**config.mk**
```make
export PLATFORM = sky130hd
export DESIGN_NAME = token_address_assignment_master
export DESIGN_NICKNAME = d
export VERILOG_FILES = /design/src/rtl/core/taa_pkg.sv /design/src/rtl/core/taa_res_fifo.sv /design/src/rtl/core/token_address_assignment_master.sv
export SDC_FILE = /design/constraint.sdc
export NUM_CORES = 1
export LEC_CHECK = 0
export BUFFER_PORTS_ARGS = -buffer_cell sky130_fd_sc_hd__buf_2
export CAP_MARGIN = 20
export CORE_ASPECT_RATIO = 1.75
export CORE_MARGIN = 3
export CORE_UTILIZATION = 35
export DETAILED_ROUTE_END_ITERATION = 10
export SKIP_LAST_GASP = 1
export SLEW_MARGIN = 10
export SYNTH_ARGS = -nofsm -noshare
export SYNTH_HDL_FRONTEND = slang
export SYNTH_SLANG_ARGS = --single-unit
export TNS_END_PERCENT = 10
```
**constraint.sdc**
```tcl
create_clock -name clk -period 16.2 [get_ports clk]
set_input_delay 3.24 -clock clk [delete_from_list [all_inputs] [get_ports clk]]
set_output_delay 3.24 -clock clk [all_outputs]
set_load 0.1 [all_outputs]
```
**src/rtl/core/taa_pkg.sv**
```systemverilog
// Shared types and constants of the token address-assignment master
package taa_pkg;

    localparam int unsigned RACK_CAPACITY = 32;

    localparam int unsigned FIFO_DEPTH = 4;
    localparam int unsigned FIFO_PTR_W = $clog2(FIFO_DEPTH);
    localparam int unsigned FIFO_CNT_W = $clog2(FIFO_DEPTH + 1);

    localparam logic [7:0] TOKEN_MARKER   = 8'hAA;
    localparam logic [7:0] CONFIRM_MARKER = 8'hCC;
    localparam logic [15:0] BACKOFF_BASE  = 16'd5;

    // Input commands
    typedef enum logic [1:0] {
        CMD_START   = 2'd0,
        CMD_TICK    = 2'd1,
        CMD_RX      = 2'd2,
        CMD_TX_DONE = 2'd3
    } cmd_t;

    // Configuration register indexes
    typedef enum logic [2:0] {
        CFG_WINDOW_TICKS  = 3'd0,
        CFG_RETRY_LIMIT   = 3'd1,
        CFG_UNASSIGNED    = 3'd2,
        CFG_TOKEN_ID      = 3'd3,
        CFG_RESPONSE_ID   = 3'd4,
        CFG_CONFIRM_ID    = 3'd5
    } cfg_idx_t;

    // Result kinds
    typedef enum logic [2:0] {
        KIND_TOKEN    = 3'd0,
        KIND_CONFIRM  = 3'd1,
        KIND_RECORD   = 3'd2,
        KIND_FINISHED = 3'd3,
        KIND_REJECTED = 3'd4
    } kind_t;

    // One-hot walk phases
    typedef enum logic [4:0] {
        PH_IDLE          = 5'b00001,
        PH_AWAIT_TX      = 5'b00010,
        PH_WINDOW        = 5'b00100,
        PH_BACKOFF       = 5'b01000,
        PH_AWAIT_CONFIRM = 5'b10000
    } phase_t;

    typedef struct packed {
        kind_t        kind;
        logic [28:0]  frame_id;
        logic [63:0]  payload;
        logic [7:0]   addr;
        logic [55:0]  hw_id;
        logic [7:0]   count;
        logic         last;
    } res_t;

endpackage

```
**src/rtl/core/taa_res_fifo.sv**
```systemverilog
// Result queue taking up to two results per cycle and giving one per cycle while pop_ready is high
module taa_res_fifo
    import taa_pkg::*;
(
    input  logic       clk,
    input  logic       rst_n,
    input  logic [1:0] push_n,
    input  res_t       push_d0,
    input  res_t       push_d1,
    output logic       room2,
    output logic       pop_valid,
    input  logic       pop_ready,
    output res_t       pop_d
);

    res_t                  mem_reg [FIFO_DEPTH];
    logic [FIFO_PTR_W-1:0] wr_ptr_reg;
    logic [FIFO_PTR_W-1:0] wr_ptr_next;
    logic [FIFO_PTR_W-1:0] wr_ptr_plus1;
    logic [FIFO_PTR_W-1:0] rd_ptr_reg;
    logic [FIFO_PTR_W-1:0] rd_ptr_next;
    logic [FIFO_CNT_W-1:0] cnt_reg;
    logic [FIFO_CNT_W-1:0] cnt_next;
    logic                  pop;

    // Report room for a full pair of results
    assign room2     = (cnt_reg <= FIFO_CNT_W'(FIFO_DEPTH - 2));
    assign pop_valid = (cnt_reg != '0);
    assign pop       = pop_valid && pop_ready;
    assign pop_d     = mem_reg[rd_ptr_reg];

    // Advance pointers and occupancy
    always_comb
    begin
        wr_ptr_plus1 = wr_ptr_reg + FIFO_PTR_W'(1);
        wr_ptr_next  = wr_ptr_reg + FIFO_PTR_W'(push_n);
        rd_ptr_next  = pop ? rd_ptr_reg + FIFO_PTR_W'(1) : rd_ptr_reg;
        cnt_next     = cnt_reg + FIFO_CNT_W'(push_n) - FIFO_CNT_W'(pop);
    end

    always_ff @(posedge clk or negedge rst_n)
    begin
        if (!rst_n)
        begin
            wr_ptr_reg <= '0;
            rd_ptr_reg <= '0;
            cnt_reg    <= '0;
        end
        else
        begin
            wr_ptr_reg <= wr_ptr_next;
            rd_ptr_reg <= rd_ptr_next;
            cnt_reg    <= cnt_next;
        end
    end

    // Store results in arrival order
    always_ff @(posedge clk)
    begin
        if (push_n != 2'd0)
        begin
            mem_reg[wr_ptr_reg] <= push_d0;
        end
        if (push_n == 2'd2)
        begin
            mem_reg[wr_ptr_plus1] <= push_d1;
        end
    end

endmodule

```
**src/rtl/core/token_address_assignment_master.sv**
```systemverilog
// Token address-assignment master: walk state, event decode and result queue
// Output: a transaction's results are offered in the cycle after it is accepted
//   when the result queue is empty; a second result follows once the first is taken.
// Throughput: one input transaction per cycle; in_ready drops while the
//   four-entry result queue holds more than two results.
// Reset: asynchronous; clears the walk state and loads register defaults.
module token_address_assignment_master
    import taa_pkg::*;
(
    input  logic        clk,
    input  logic        rst_n,
    input  logic        cfg_we,
    input  logic [2:0]  cfg_index,
    input  logic [28:0] cfg_data,
    input  logic        in_valid,
    output logic        in_ready,
    input  logic [1:0]  cmd,
    input  logic [7:0]  rack_target,
    input  logic        rx_extended,
    input  logic [28:0] rx_frame_id,
    input  logic [3:0]  rx_length,
    input  logic [63:0] rx_payload,
    input  logic        tx_ok,
    output logic        out_valid,
    input  logic        out_ready,
    output logic [2:0]  out_kind,
    output logic [28:0] frame_id,
    output logic [63:0] frame_payload,
    output logic [7:0]  assigned_address,
    output logic [55:0] assigned_hw_id,
    output logic [7:0]  rack_tally,
    output logic        last
);

    // Configuration registers
    logic [15:0] window_ticks_reg;
    logic [3:0]  retry_limit_reg;
    logic [7:0]  unassigned_reg;
    logic [28:0] token_id_reg;
    logic [28:0] response_id_reg;
    logic [28:0] confirm_id_reg;

    // Walk state
    phase_t      phase_reg,  phase_next;
    logic [7:0]  cand_reg,   cand_next;
    logic [3:0]  retry_reg,  retry_next;
    logic [7:0]  total_reg,  total_next;
    logic [7:0]  wanted_reg, wanted_next;
    logic [1:0]  resp_cnt_reg, resp_cnt_next;
    logic [55:0] resp_id_reg,  resp_id_next;
    logic [15:0] wait_reg,   wait_next;
    logic [7:0]  tick_reg,   tick_next;

    logic        accept;
    logic [1:0]  push_n;
    res_t        res0;
    res_t        res1;
    res_t        head;

    logic        do_close;
    logic        do_retry;
    logic        do_next;
    logic        do_token;
    logic        rx_hit;
    logic [3:0]  rx_len;
    logic [2:0]  id_bytes;
    logic [3:0]  lim;

    assign accept = in_valid && in_ready;

    // Write configuration registers
    always_ff @(posedge clk or negedge rst_n)
    begin
        if (!rst_n)
        begin
            window_ticks_reg <= 16'd100;
            retry_limit_reg  <= 4'd3;
            unassigned_reg   <= 8'd0;
            token_id_reg     <= 29'd256;
            response_id_reg  <= 29'd257;
            confirm_id_reg   <= 29'd258;
        end
        else if (cfg_we)
        begin
            unique case (cfg_index)
                CFG_WINDOW_TICKS: window_ticks_reg <= cfg_data[15:0];
                CFG_RETRY_LIMIT:  retry_limit_reg  <= cfg_data[3:0];
                CFG_UNASSIGNED:   unassigned_reg   <= cfg_data[7:0];
                CFG_TOKEN_ID:     token_id_reg     <= cfg_data;
                CFG_RESPONSE_ID:  response_id_reg  <= cfg_data;
                CFG_CONFIRM_ID:   confirm_id_reg   <= cfg_data;
                default:          ;
            endcase
        end
    end

    // Decode the transaction and resolve the walk chain
    always_comb
    begin
        phase_next    = phase_reg;
        cand_next     = cand_reg;
        retry_next    = retry_reg;
        total_next    = total_reg;
        wanted_next   = wanted_reg;
        resp_cnt_next = resp_cnt_reg;
        resp_id_next  = resp_id_reg;
        wait_next     = wait_reg;
        tick_next     = tick_reg;
        push_n        = 2'd0;
        res0          = '0;
        res1          = '0;
        do_close      = 1'b0;
        do_retry      = 1'b0;
        do_next       = 1'b0;
        do_token      = 1'b0;
        rx_len        = (rx_length > 4'd8) ? 4'd8 : rx_length;
        id_bytes      = 3'(rx_len - 4'd1);
        rx_hit        = (phase_reg == PH_WINDOW) && rx_extended &&
                        (rx_frame_id == response_id_reg) && (rx_length != 4'd0) &&
                        (rx_payload[7:0] == unassigned_reg);
        lim           = (retry_limit_reg == 4'd0) ? 4'd1 : retry_limit_reg;

        if (accept)
        begin
            unique case (cmd)
                CMD_START:
                begin
                    if ((rack_target == 8'd0) ||
                        (rack_target > 8'(RACK_CAPACITY)))
                    begin
                        res0.kind = KIND_REJECTED;
                        push_n    = 2'd1;
                    end
                    else
                    begin
                        wanted_next   = rack_target;
                        total_next    = 8'd0;
                        cand_next     = 8'd1;
                        retry_next    = 4'd0;
                        resp_cnt_next = 2'd0;
                        resp_id_next  = '0;
                        wait_next     = 16'd0;
                        do_token      = 1'b1;
                    end
                end
                CMD_TICK:
                begin
                    tick_next = tick_reg + 8'd1;
                    if (phase_reg == PH_WINDOW)
                    begin
                        wait_next = wait_reg + 16'd1;
                        do_close  = (wait_next >= window_ticks_reg);
                    end
                    else if (phase_reg == PH_BACKOFF)
                    begin
                        wait_next = (wait_reg != 16'd0) ? wait_reg - 16'd1 : 16'd0;
                        do_retry  = (wait_next == 16'd0);
                    end
                end
                CMD_RX:
                begin
                    if (rx_hit)
                    begin
                        // Capture id bytes of the first responder only
                        if (resp_cnt_reg == 2'd0)
                        begin
                            for (int b = 0; b < 7; b++)
                            begin
                                resp_id_next[8*b +: 8] = (3'(b) < id_bytes) ?
                                    rx_payload[8*b + 8 +: 8] : 8'd0;
                            end
                        end
                        if (resp_cnt_reg != 2'd2)
                        begin
                            resp_cnt_next = resp_cnt_reg + 2'd1;
                        end
                        if (resp_cnt_next == 2'd2)
                        begin
                            phase_next = PH_BACKOFF;
                            wait_next  = BACKOFF_BASE + {11'd0, retry_reg, 1'b0};
                        end
                    end
                end
                CMD_TX_DONE:
                begin
                    if (phase_reg == PH_AWAIT_TX)
                    begin
                        if (tx_ok)
                        begin
                            phase_next    = PH_WINDOW;
                            resp_cnt_next = 2'd0;
                            resp_id_next  = '0;
                            wait_next     = 16'd0;
                        end
                        else
                        begin
                            do_retry = 1'b1;
                        end
                    end
                    else if (phase_reg == PH_AWAIT_CONFIRM)
                    begin
                        do_next = 1'b1;
                    end
                end
                default: ;
            endcase
        end

        // Close window: confirm a lone responder, else move on
        if (do_close)
        begin
            if (resp_cnt_reg == 2'd1)
            begin
                res0.kind     = KIND_CONFIRM;
                res0.frame_id = confirm_id_reg;
                res0.payload  = {48'd0, cand_reg, CONFIRM_MARKER};
                res1.kind     = KIND_RECORD;
                res1.addr     = cand_reg;
                res1.hw_id    = resp_id_reg;
                push_n        = 2'd2;
                total_next    = total_reg + 8'd1;
                phase_next    = PH_AWAIT_CONFIRM;
            end
            else
            begin
                do_next = 1'b1;
            end
        end

        // Use up one retry, then step on at the limit or send the token again
        if (do_retry)
        begin
            retry_next = retry_reg + 4'd1;
            if (retry_next >= lim)
            begin
                do_next = 1'b1;
            end
            else
            begin
                do_token = 1'b1;
            end
        end

        // Step to the next candidate or finish
        if (do_next)
        begin
            cand_next  = cand_reg + 8'd1;
            retry_next = 4'd0;
            if ((cand_next == 8'd0) || (cand_next > 8'(RACK_CAPACITY)) ||
                (total_next >= wanted_next))
            begin
                res0.kind  = KIND_FINISHED;
                res0.count = total_next;
                push_n     = 2'd1;
                phase_next = PH_IDLE;
            end
            else
            begin
                do_token = 1'b1;
            end
        end

        // Send a token for the current candidate
        if (do_token)
        begin
            res0.kind     = KIND_TOKEN;
            res0.frame_id = token_id_reg;
            res0.payload  = {40'd0, tick_next, cand_next, TOKEN_MARKER};
            push_n        = 2'd1;
            phase_next    = PH_AWAIT_TX;
        end

        // Mark the final result of this transaction
        if (push_n == 2'd1)
        begin
            res0.last = 1'b1;
        end
        else if (push_n == 2'd2)
        begin
            res1.last = 1'b1;
        end
    end

    // Hold walk state
    always_ff @(posedge clk or negedge rst_n)
    begin
        if (!rst_n)
        begin
            phase_reg    <= PH_IDLE;
            cand_reg     <= '0;
            retry_reg    <= '0;
            total_reg    <= '0;
            wanted_reg   <= '0;
            resp_cnt_reg <= '0;
            resp_id_reg  <= '0;
            wait_reg     <= '0;
            tick_reg     <= '0;
        end
        else
        begin
            phase_reg    <= phase_next;
            cand_reg     <= cand_next;
            retry_reg    <= retry_next;
            total_reg    <= total_next;
            wanted_reg   <= wanted_next;
            resp_cnt_reg <= resp_cnt_next;
            resp_id_reg  <= resp_id_next;
            wait_reg     <= wait_next;
            tick_reg     <= tick_next;
        end
    end

    // Queue results toward the output channel
    taa_res_fifo u_res_fifo
    (
        .clk       (clk),
        .rst_n     (rst_n),
        .push_n    (push_n),
        .push_d0   (res0),
        .push_d1   (res1),
        .room2     (in_ready),
        .pop_valid (out_valid),
        .pop_ready (out_ready),
        .pop_d     (head)
    );

    assign out_kind         = head.kind;
    assign frame_id         = head.frame_id;
    assign frame_payload    = head.payload;
    assign assigned_address = head.addr;
    assign assigned_hw_id   = head.hw_id;
    assign rack_tally       = head.count;
    assign last             = head.last;

endmodule

```
# After elaboration in Yosys (flattened, before gate mapping)
# Memories as Yosys holds them, arrays and structs flattened.
# Cells that the tools add are included.
word_totals:
  register_bits: 237
  latchBits: 0
  mem_bits_rw: 676
  romBits: 0
  in_bits: 146
  output_inout_bits: 171
  word_cells: 222
  mem_count: 1
op_classes:
  n_addsub: 14
  n_mul: 0
  n_div: 0
  magnitude_cmp: 14
  n_eq_ne: 27
  n_shift: 0
  muxes: 115
  bitwise_logic: 0
  reduce_logical: 33
mem_list:
  columns: ["name", "depth", "width", "rd", "rd_clocked_by_memory_dff", "write_ports", "line_no", "source"]
  rows:
  - ["u_res_fifo.mem_reg", 4, 169, 1, 0, 2, "taa_res_fifo.sv:16", "res_t mem_reg [FIFO_DEPTH];"]
op_table:
  columns: ["op", "count"]
  rows:
  - ["96-bit 2-to-1 mux", 3]
  - ["56-bit 2-to-1 mux", 5]
  - ["8-bit 2-to-1 mux", 23]
  - ["56-bit case mux with 3 select lines", 1]
  - ["16-bit 2-to-1 mux", 8]
  - ["64-bit 2-to-1 mux", 2]
  - ["16-bit case mux with 4 select lines", 1]
  - ["5-bit 2-to-1 mux", 10]
  - ["1-bit 2-to-1 mux", 32]
  - ["2-bit 2-to-1 mux", 15]
  - ["29-bit == test", 1]
  - ["8-bit by 1-bit adder with 8-bit output (second input constant)", 3]
  - ["4-bit 2-to-1 mux", 6]
  - ["3-bit 2-to-1 mux", 6]
  - ["16-bit by 1-bit adder with 16-bit output (second input constant)", 1]
  - ["16-bit greater-or-equal comparator", 1]
  - ["8-bit by 6-bit > comparator with 1-bit output (second input constant)", 2]
  - ["16-bit logical NOT", 1]
  - ["8-bit logical NOT", 2]
  - ["16-bit nonzero test", 1]
  - ["16-bit by 1-bit subtractor with 16-bit output (second input constant)", 1]
  - ["2-bit != test (second input constant)", 7]
  - ["7-bit AND reduction", 2]
  - ["2-bit AND reduction", 6]
  - ["38 further kinds", 63]

# Logic depth before layout (Yosys ltp)
# Gate-level depths: netlist of run 1.
logic_depth:
  depth_word: 18
  mapped_depth: 30
  ltp_nobuf: 26

# Cells and area by module
# Synthesis of run 1 repeated with hierarchy kept, for this count alone.
hier_totals:
  cells_unflattened: 3000
  area_unflattened_um2: 45701.3
modules_own_cells:
  columns: ["mod", "n_inst", "cells_per_inst", "area_each_um2", "seq_area_each_um2"]
  rows:
  - ["taa_res_fifo", 1, 1675, 32835.2, 20474.6]
  - ["token_address_assignment_master", 1, 1325, 12866.1, 5769.3]

# Least setup slack after synthesis of run 1
# Ideal clock, no wire load.
synth_timing:
  path_kind: "input-to-reg"
  from: "input port cmd[1]"
  to: "memory u_res_fifo.mem_reg[0][0] (netlist name) (enable)"
  setup_time_ns: 0.420
  arrival_ns: 6.659
  required_ns: 15.780
  slack_ns: 9.121
  cell_stages: 13
  path_buffers: 5
  cell_sequence: "inv_1 -> ha_1 -> and3_1 -> clkbuf_1 -> and3_1 -> clkbuf_1 -> o211a_1 -> clkbuf_1 -> and3_1 -> clkbuf_1 -> nor2_1 -> clkbuf_1 -> inv_1"
synth_lines:
  columns: ["element", "line_no", "source"]
  rows:
  - ["start, declared", "token_address_assignment_master.sv:17", "input logic [1:0] cmd,"]
  - ["end, declared", "taa_res_fifo.sv:16", null]

==> results.cfg, run 1 <==
[synthesis]
synth_cell_type_count = 85
synth_top_area_share_pct = 24.3
synth_area_mm2 = 0.0327
synthTopCellsByArea = edfxtp_1 (24%), dfrtp_1 (17%), dfxtp_1 (14%)
synth_largest_area_cell = edfxtp_1
yosysWarningCount = 0
syn_inst = 2773
ys_seq_area_share_pct = 56.7
ys_dominant_reg_cell = edfxtp_1
synth-seq-cells = 733
synthTopCellsByCount = nand2_1 (382), o21ai_0 (289), edfxtp_1 (264)
avgSynthCellArea_um2 = 11.8
synth_edf_count = 264
yosysMostFrequentCell = nand2_1
async_reset_ff_share_pct = 32.3

[layout]
post-route-util_pct = 40.6
fillers = 8722
largest_reg_flops = 496
nets = 3163
stdcell_area_mm2 = 0.0374
layout-drive-gt1-share_pct = 23.4
instances_no_fill = 4220
area_delta_synth_final_pct = 14.6

[route]
drc_errors = 0
vias = 22423
drt-total-wl_um = 96400
first_pass_iters = 5
ant_nets = 0
drt_iter0_drc = 1365
routedWlPerCell_um = 22.8
viasPerCell = 5.31

[floorplanning]
row_count = 147
initial_core_util_pct = 35.5
design.core.area_mm2 = 0.0921
num_io_pins = 317
die-area_mm2 = 0.0972
die_h_um = 410
dieWidth_um = 237

[global_routing]
grt_max_degree = 141
antenna_found_initial = 4
grt-ovfl-total = 0
track_usage_pct = 19.6
grt_first_pass_wirelength_um = 145000
first_global_vias = 23080

[placed_design]
place_area_mm2 = 0.0350
port_buffers = 274
globalplace.congestion = 0.870
numPlacedInstances = 4085
dp.final_hpwl_um = 62000

[cts]
htreeDepth = 3
cts_tree = built
cts_setup_buffers = 0
clock_latency_ps = 630
ctsHoldBuffers = 0
root_buffer = clkbuf_16
clock_sinks = 733
numCtsBuffers = 72
clk_pin_slew_worst_paths_ps = 60
cts_buffer_depth = 3
cts.repair.resized = 0

[critical_path]
cpPeakStageDelay_ps = 620
slowest_stage = buf_4
crit_start = cmd[1]
path_class = primary input to flop
worst-r2r-setup-slack_ps = 8100
worst-endpoint-required_ps = 16760
cp-end-kind = flop
path_delay_family = compound AO/OA/AOI/OAI gates
r2r-start = wait_reg[6]$_DFFE_PN0P_
cp.arrival_ps = 8870
worstReg2RegEnd = u_res_fifo.mem_reg[1][82]$_SDFFE_PP0N_
path_max_fanout = 41
start_kind = primary input
worst-path-buf-inv = 4
crit_chain = buf_2, inv_1, ha_1, nand3_1, a2111oi_0, a21boi_0, o21a_1, nor2_1, o21a_1, a31oi_1, inv_1, ha_1, a21o_1, a21oi_1, o211ai_1, o211ai_1, buf_4, and2_1, a221o_1
r2r_cells = 24

[worst_hold_path]
hold_start = u_res_fifo.mem_reg[2][79]$_SDFFE_PP0N_
min_path_cells = 2
hold_path_end = u_res_fifo.mem_reg[2][79]$_SDFFE_PP0N_
min_path_type = flop to flop

[sta]
fin_tns_setup_ps = 0
relSlewSlack_pct = 25.9
drv_slew = 0
worst_pin_slew_ps = 1100
period_needed_ps = 8310
setup_viol = 0
worst_hold_slack_ps = 446
rsz0062_at_grt = no
timing.fmax_mhz = 120
hold_violations = 0
skew_ps = 28.7
finalCritPeriodShare_pct = 51.3

[outcome]
status = completed

[power_and_ir_drop]
leakage_nw = 15.0
power.density_mw_per_mm2 = 165
ir_worst_vdd_uv = 102

[job]
maxCapViolations = 0
-- layout make-up --
class	instances	area (µm²)	area share [%]
Antenna cell	2	5.00	0.0134
Clock buffer	103	2070	5.53
Clock inverter	29	293	0.782
Inverter	67	256	0.685
Multi-Input combinational cell	1775	13000	34.9
Sequential cell	733	18500	49.5
Tap cell	1192	1490	3.99
Timing Repair Buffer	319	1740	4.65
-- worst register-to-register path: cells and delay by family (launching register included) --
family,cells,cell delay (ps)
AOI/OAI and AO/OA,10,3080
and+or+nand+nor,8,2660
buffers and inverters,3,930
adders and majority gates,2,640
DFF,1,520
xor gates and xnor gates,1,220
-- through the flow --
step,setup WS (ps),power [mW]
floorplan,9120,3.98
global placement,7450,4.51
detailed placement,7220,4.52
CTS,7870,6.22
global route,7360,6.43
finish,7890,6.16
-- worst max path at each step --
stage | end | slack (ps) | depth (start not counted)
after global routing | u_res_fifo.mem_reg[1][82]$_SDFFE_PP0N_ | 7360 | 19
after global placement | u_res_fifo.mem_reg[1][84]$_SDFFE_PP0N_ | 7450 | 19
final | u_res_fifo.mem_reg[1][82]$_SDFFE_PP0N_ | 7890 | 19
after floorplan | u_res_fifo.mem_reg[0][0]$_DFFE_PP_ | 9120 | 13
after CTS | u_res_fifo.mem_reg[1][82]$_SDFFE_PP0N_ | 7870 | 19
after detailed placement | u_res_fifo.mem_reg[1][87]$_SDFFE_PP0N_ | 7220 | 19
-- cell usage in the layout (no fill, tap or decap), drive strengths merged, types with 67 or more instances in the layout --
| master | n |
|---|---|
| dfxtp | 232 |
| dfrtp | 226 |
| o21ai | 298 |
| and3 | 201 |
| mux2 | 102 |
| and2 | 76 |
| clkbuf | 103 |
| mux4 | 124 |
| inv | 67 |
| edfxtp | 264 |
| buf | 319 |
| nand2 | 382 |
-- where the power goes --
group | internal [mW] | total [mW] | switching (mW)
Clock | 0.949 | 1.69 | 0.745
Combinational | 0.580 | 2.17 | 1.59
Sequential | 2.09 | 2.29 | 0.199
-- cell families (layout without fill, tap and decap cells) --
| logic type | count (synthesis) | after routing | synth area share (%) |
|---|---|---|---|
| other cells | 1 | 44 | 0.0115 |
| mux | 235 | 235 | 12.3 |
| simple gates | 868 | 868 | 13.2 |
| fa+ha+maj | 49 | 49 | 1.90 |
| buf+inv | 306 | 518 | 4.18 |
| xor+xnor | 79 | 79 | 2.12 |
| flops | 733 | 733 | 56.7 |
| compound gates | 502 | 502 | 9.53 |
-- metal layers --
| metal | routed length, µm | vias up | global-route usage [%] | part of all wire [%] |
|---|---|---|---|---|
| met3 | 4910 | 145 | 3.23 | 5.1 |
| li1 | - | 10375 | - | - |
| met4 | 2850 | 2 | 6.44 | 3.0 |
| met1 | 37700 | 11303 | 23.0 | 39 |
| met5 | 20 | - | 0 | 0.021 |
| met2 | 50900 | 598 | 36.1 | 53 |
Note: power is estimated with default switching activity, not from simulation.
==> run 2, diff against run 1 <==
Clock period 16.2 ns to 7.8 ns, I/O delays scaled along.
==> results.cfg, run 2 (synthesis results as in run 1) <==
[global_routing]
grt_first_pass_wirelength_um = 146000
grt_max_degree = 114
antenna_found_initial = 5
track_usage_pct = 19.7
grt-ovfl-total = 0
first_global_vias = 23388

[layout]
nets = 3171
instances_no_fill = 4229
final_common_cell = nand2_1
layout-drive-gt1-share_pct = 23.8
post-route-util_pct = 40.8
layout_common_cells = nand2_1 (382), o21ai_0 (288), buf_2 (273)
largest_reg_flops = 496
area_delta_synth_final_pct = 15.1

[placed_design]
port_buffers = 274
globalplace.congestion = 0.867
numPlacedInstances = 4093
dp.final_hpwl_um = 62400

[cts]
clk_pin_slew_worst_paths_ps = 60
htreeDepth = 3
ctsHoldBuffers = 0
clock_sinks = 733
numCtsBuffers = 73
cts_buffer_depth = 3
cts.repair.resized = 0
cts_tree = built
cts_setup_buffers = 0
root_buffer = clkbuf_16
clock_latency_ps = 650

[route]
ant_nets = 0
drc_errors = 0
drt_iter0_drc = 1373
first_pass_iters = 5
drt-total-wl_um = 96800
viasPerCell = 5.33
vias = 22538
routedWlPerCell_um = 22.9

[sta]
relSlewSlack_pct = 22.3
worst_pin_slew_ps = 1150
rsz0062_at_grt = no
finalCritPeriodShare_pct = 91.8
timing.fmax_mhz = 140
skew_ps = 25.4
fin_tns_setup_ps = 0
drv_slew = 0
setup_viol = 0
period_needed_ps = 7160
hold_violations = 0

[critical_path]
path_max_fanout = 16
slowest_stage = a2111oi_0
cpPeakStageDelay_ps = 520
path_class = flop to flop
cp-end-kind = flop
start_kind = flop
cp.arrival_ps = 7730
path_delay_family = compound AO/OA/AOI/OAI gates
worst-endpoint-required_ps = 8370
worst-path-buf-inv = 3

[floorplanning]
dieWidth_um = 237
row_count = 147
die-area_mm2 = 0.0972
design.core.area_mm2 = 0.0921
die_h_um = 410
num_io_pins = 317
initial_core_util_pct = 35.5

[power_and_ir_drop]
leakage_nw = 15.1
ir_worst_vdd_uv = 252
power.density_mw_per_mm2 = 343

[outcome]
status = completed

[job]
maxCapViolations = 0

[worst_hold_path]
min_path_type = flop to flop
==> run 2: cell count changes in the layout (fill, tap and decap cells not counted), sizes merged <==
cell / before / now
inv: 67 / 64
clkbuf: 103 / 101
clkinv: 25 / 28
bufinv: 3 / 4
buf: 319 / 326
clkinvlp: 1 / 4
==> run 2: metal layers <==
metal,share of wire (%),up-vias,GRT usage [%]
li1,-,10389,-
met4,3.1,6,7.14
met5,0.035,-,0
met2,54,680,37.0
met3,5.2,162,3.32
met1,38,11301,22.3
==> run 2: tightest hold or removal path, cell delays in order (launching register included) <==
cell	delay [ps]
dfxtp_1	310
nand2_1	50
nand2_1	40
==> run 2: final timing paths <==
check                      depth (start not counted)  slack, ps                                    from                                endpoint
max                                               27        640                 wait_reg[0]$_DFFE_PN0P_  u_res_fifo.mem_reg[1][86]$_SDFFE_PP0N_
min                                                2        440  u_res_fifo.mem_reg[3][79]$_SDFFE_PP0N_  u_res_fifo.mem_reg[3][79]$_SDFFE_PP0N_
max reg2reg                                       27        640                 wait_reg[0]$_DFFE_PN0P_  u_res_fifo.mem_reg[1][86]$_SDFFE_PP0N_
min reg2reg                                        2        440  u_res_fifo.mem_reg[3][79]$_SDFFE_PP0N_  u_res_fifo.mem_reg[3][79]$_SDFFE_PP0N_
max in group asynchronous                          2       5210                                   rst_n    u_res_fifo.rd_ptr_reg[1]$_DFFE_PN0P_
min in group asynchronous                          1        930                                   rst_n             resp_id_reg[37]$_DFFE_PN0P_
==> run 2: per-stage QoR <==
step / hold slack, ps / worst slack, ps / area (µm²) / power (mW)
final: 443 / 642 / 37600 / 12.9
after global routing: 470 / 11.1 / 37600 / 13.5
after CTS: 444 / 644 / 37600 / 13.0
after detailed placement: 433 / 685 / 35200 / 9.42
after global placement: 427 / 715 / 35200 / 9.39
after floorplan: 418 / 1920 / 32800 / 8.26
==> run 2: area by class of cell <==
class	instances	area, µm²
Antenna cell	2	5.00
Tap cell	1192	1490
Fill cell	8790	54500
Inverter	67	256
Clock buffer	101	2080
Sequential cell	733	18500
Multi-Input combinational cell	1775	13000
Timing Repair Buffer	326	1860
Clock inverter	33	348
==> run 2: power breakdown <==
| group | internal, mW | switching [mW] |
|---|---|---|
| sequential | 4.35 | 0.353 |
| clock | 2.03 | 1.57 |
| combinational | 1.22 | 3.38 |
| total | 7.60 | 5.30 |
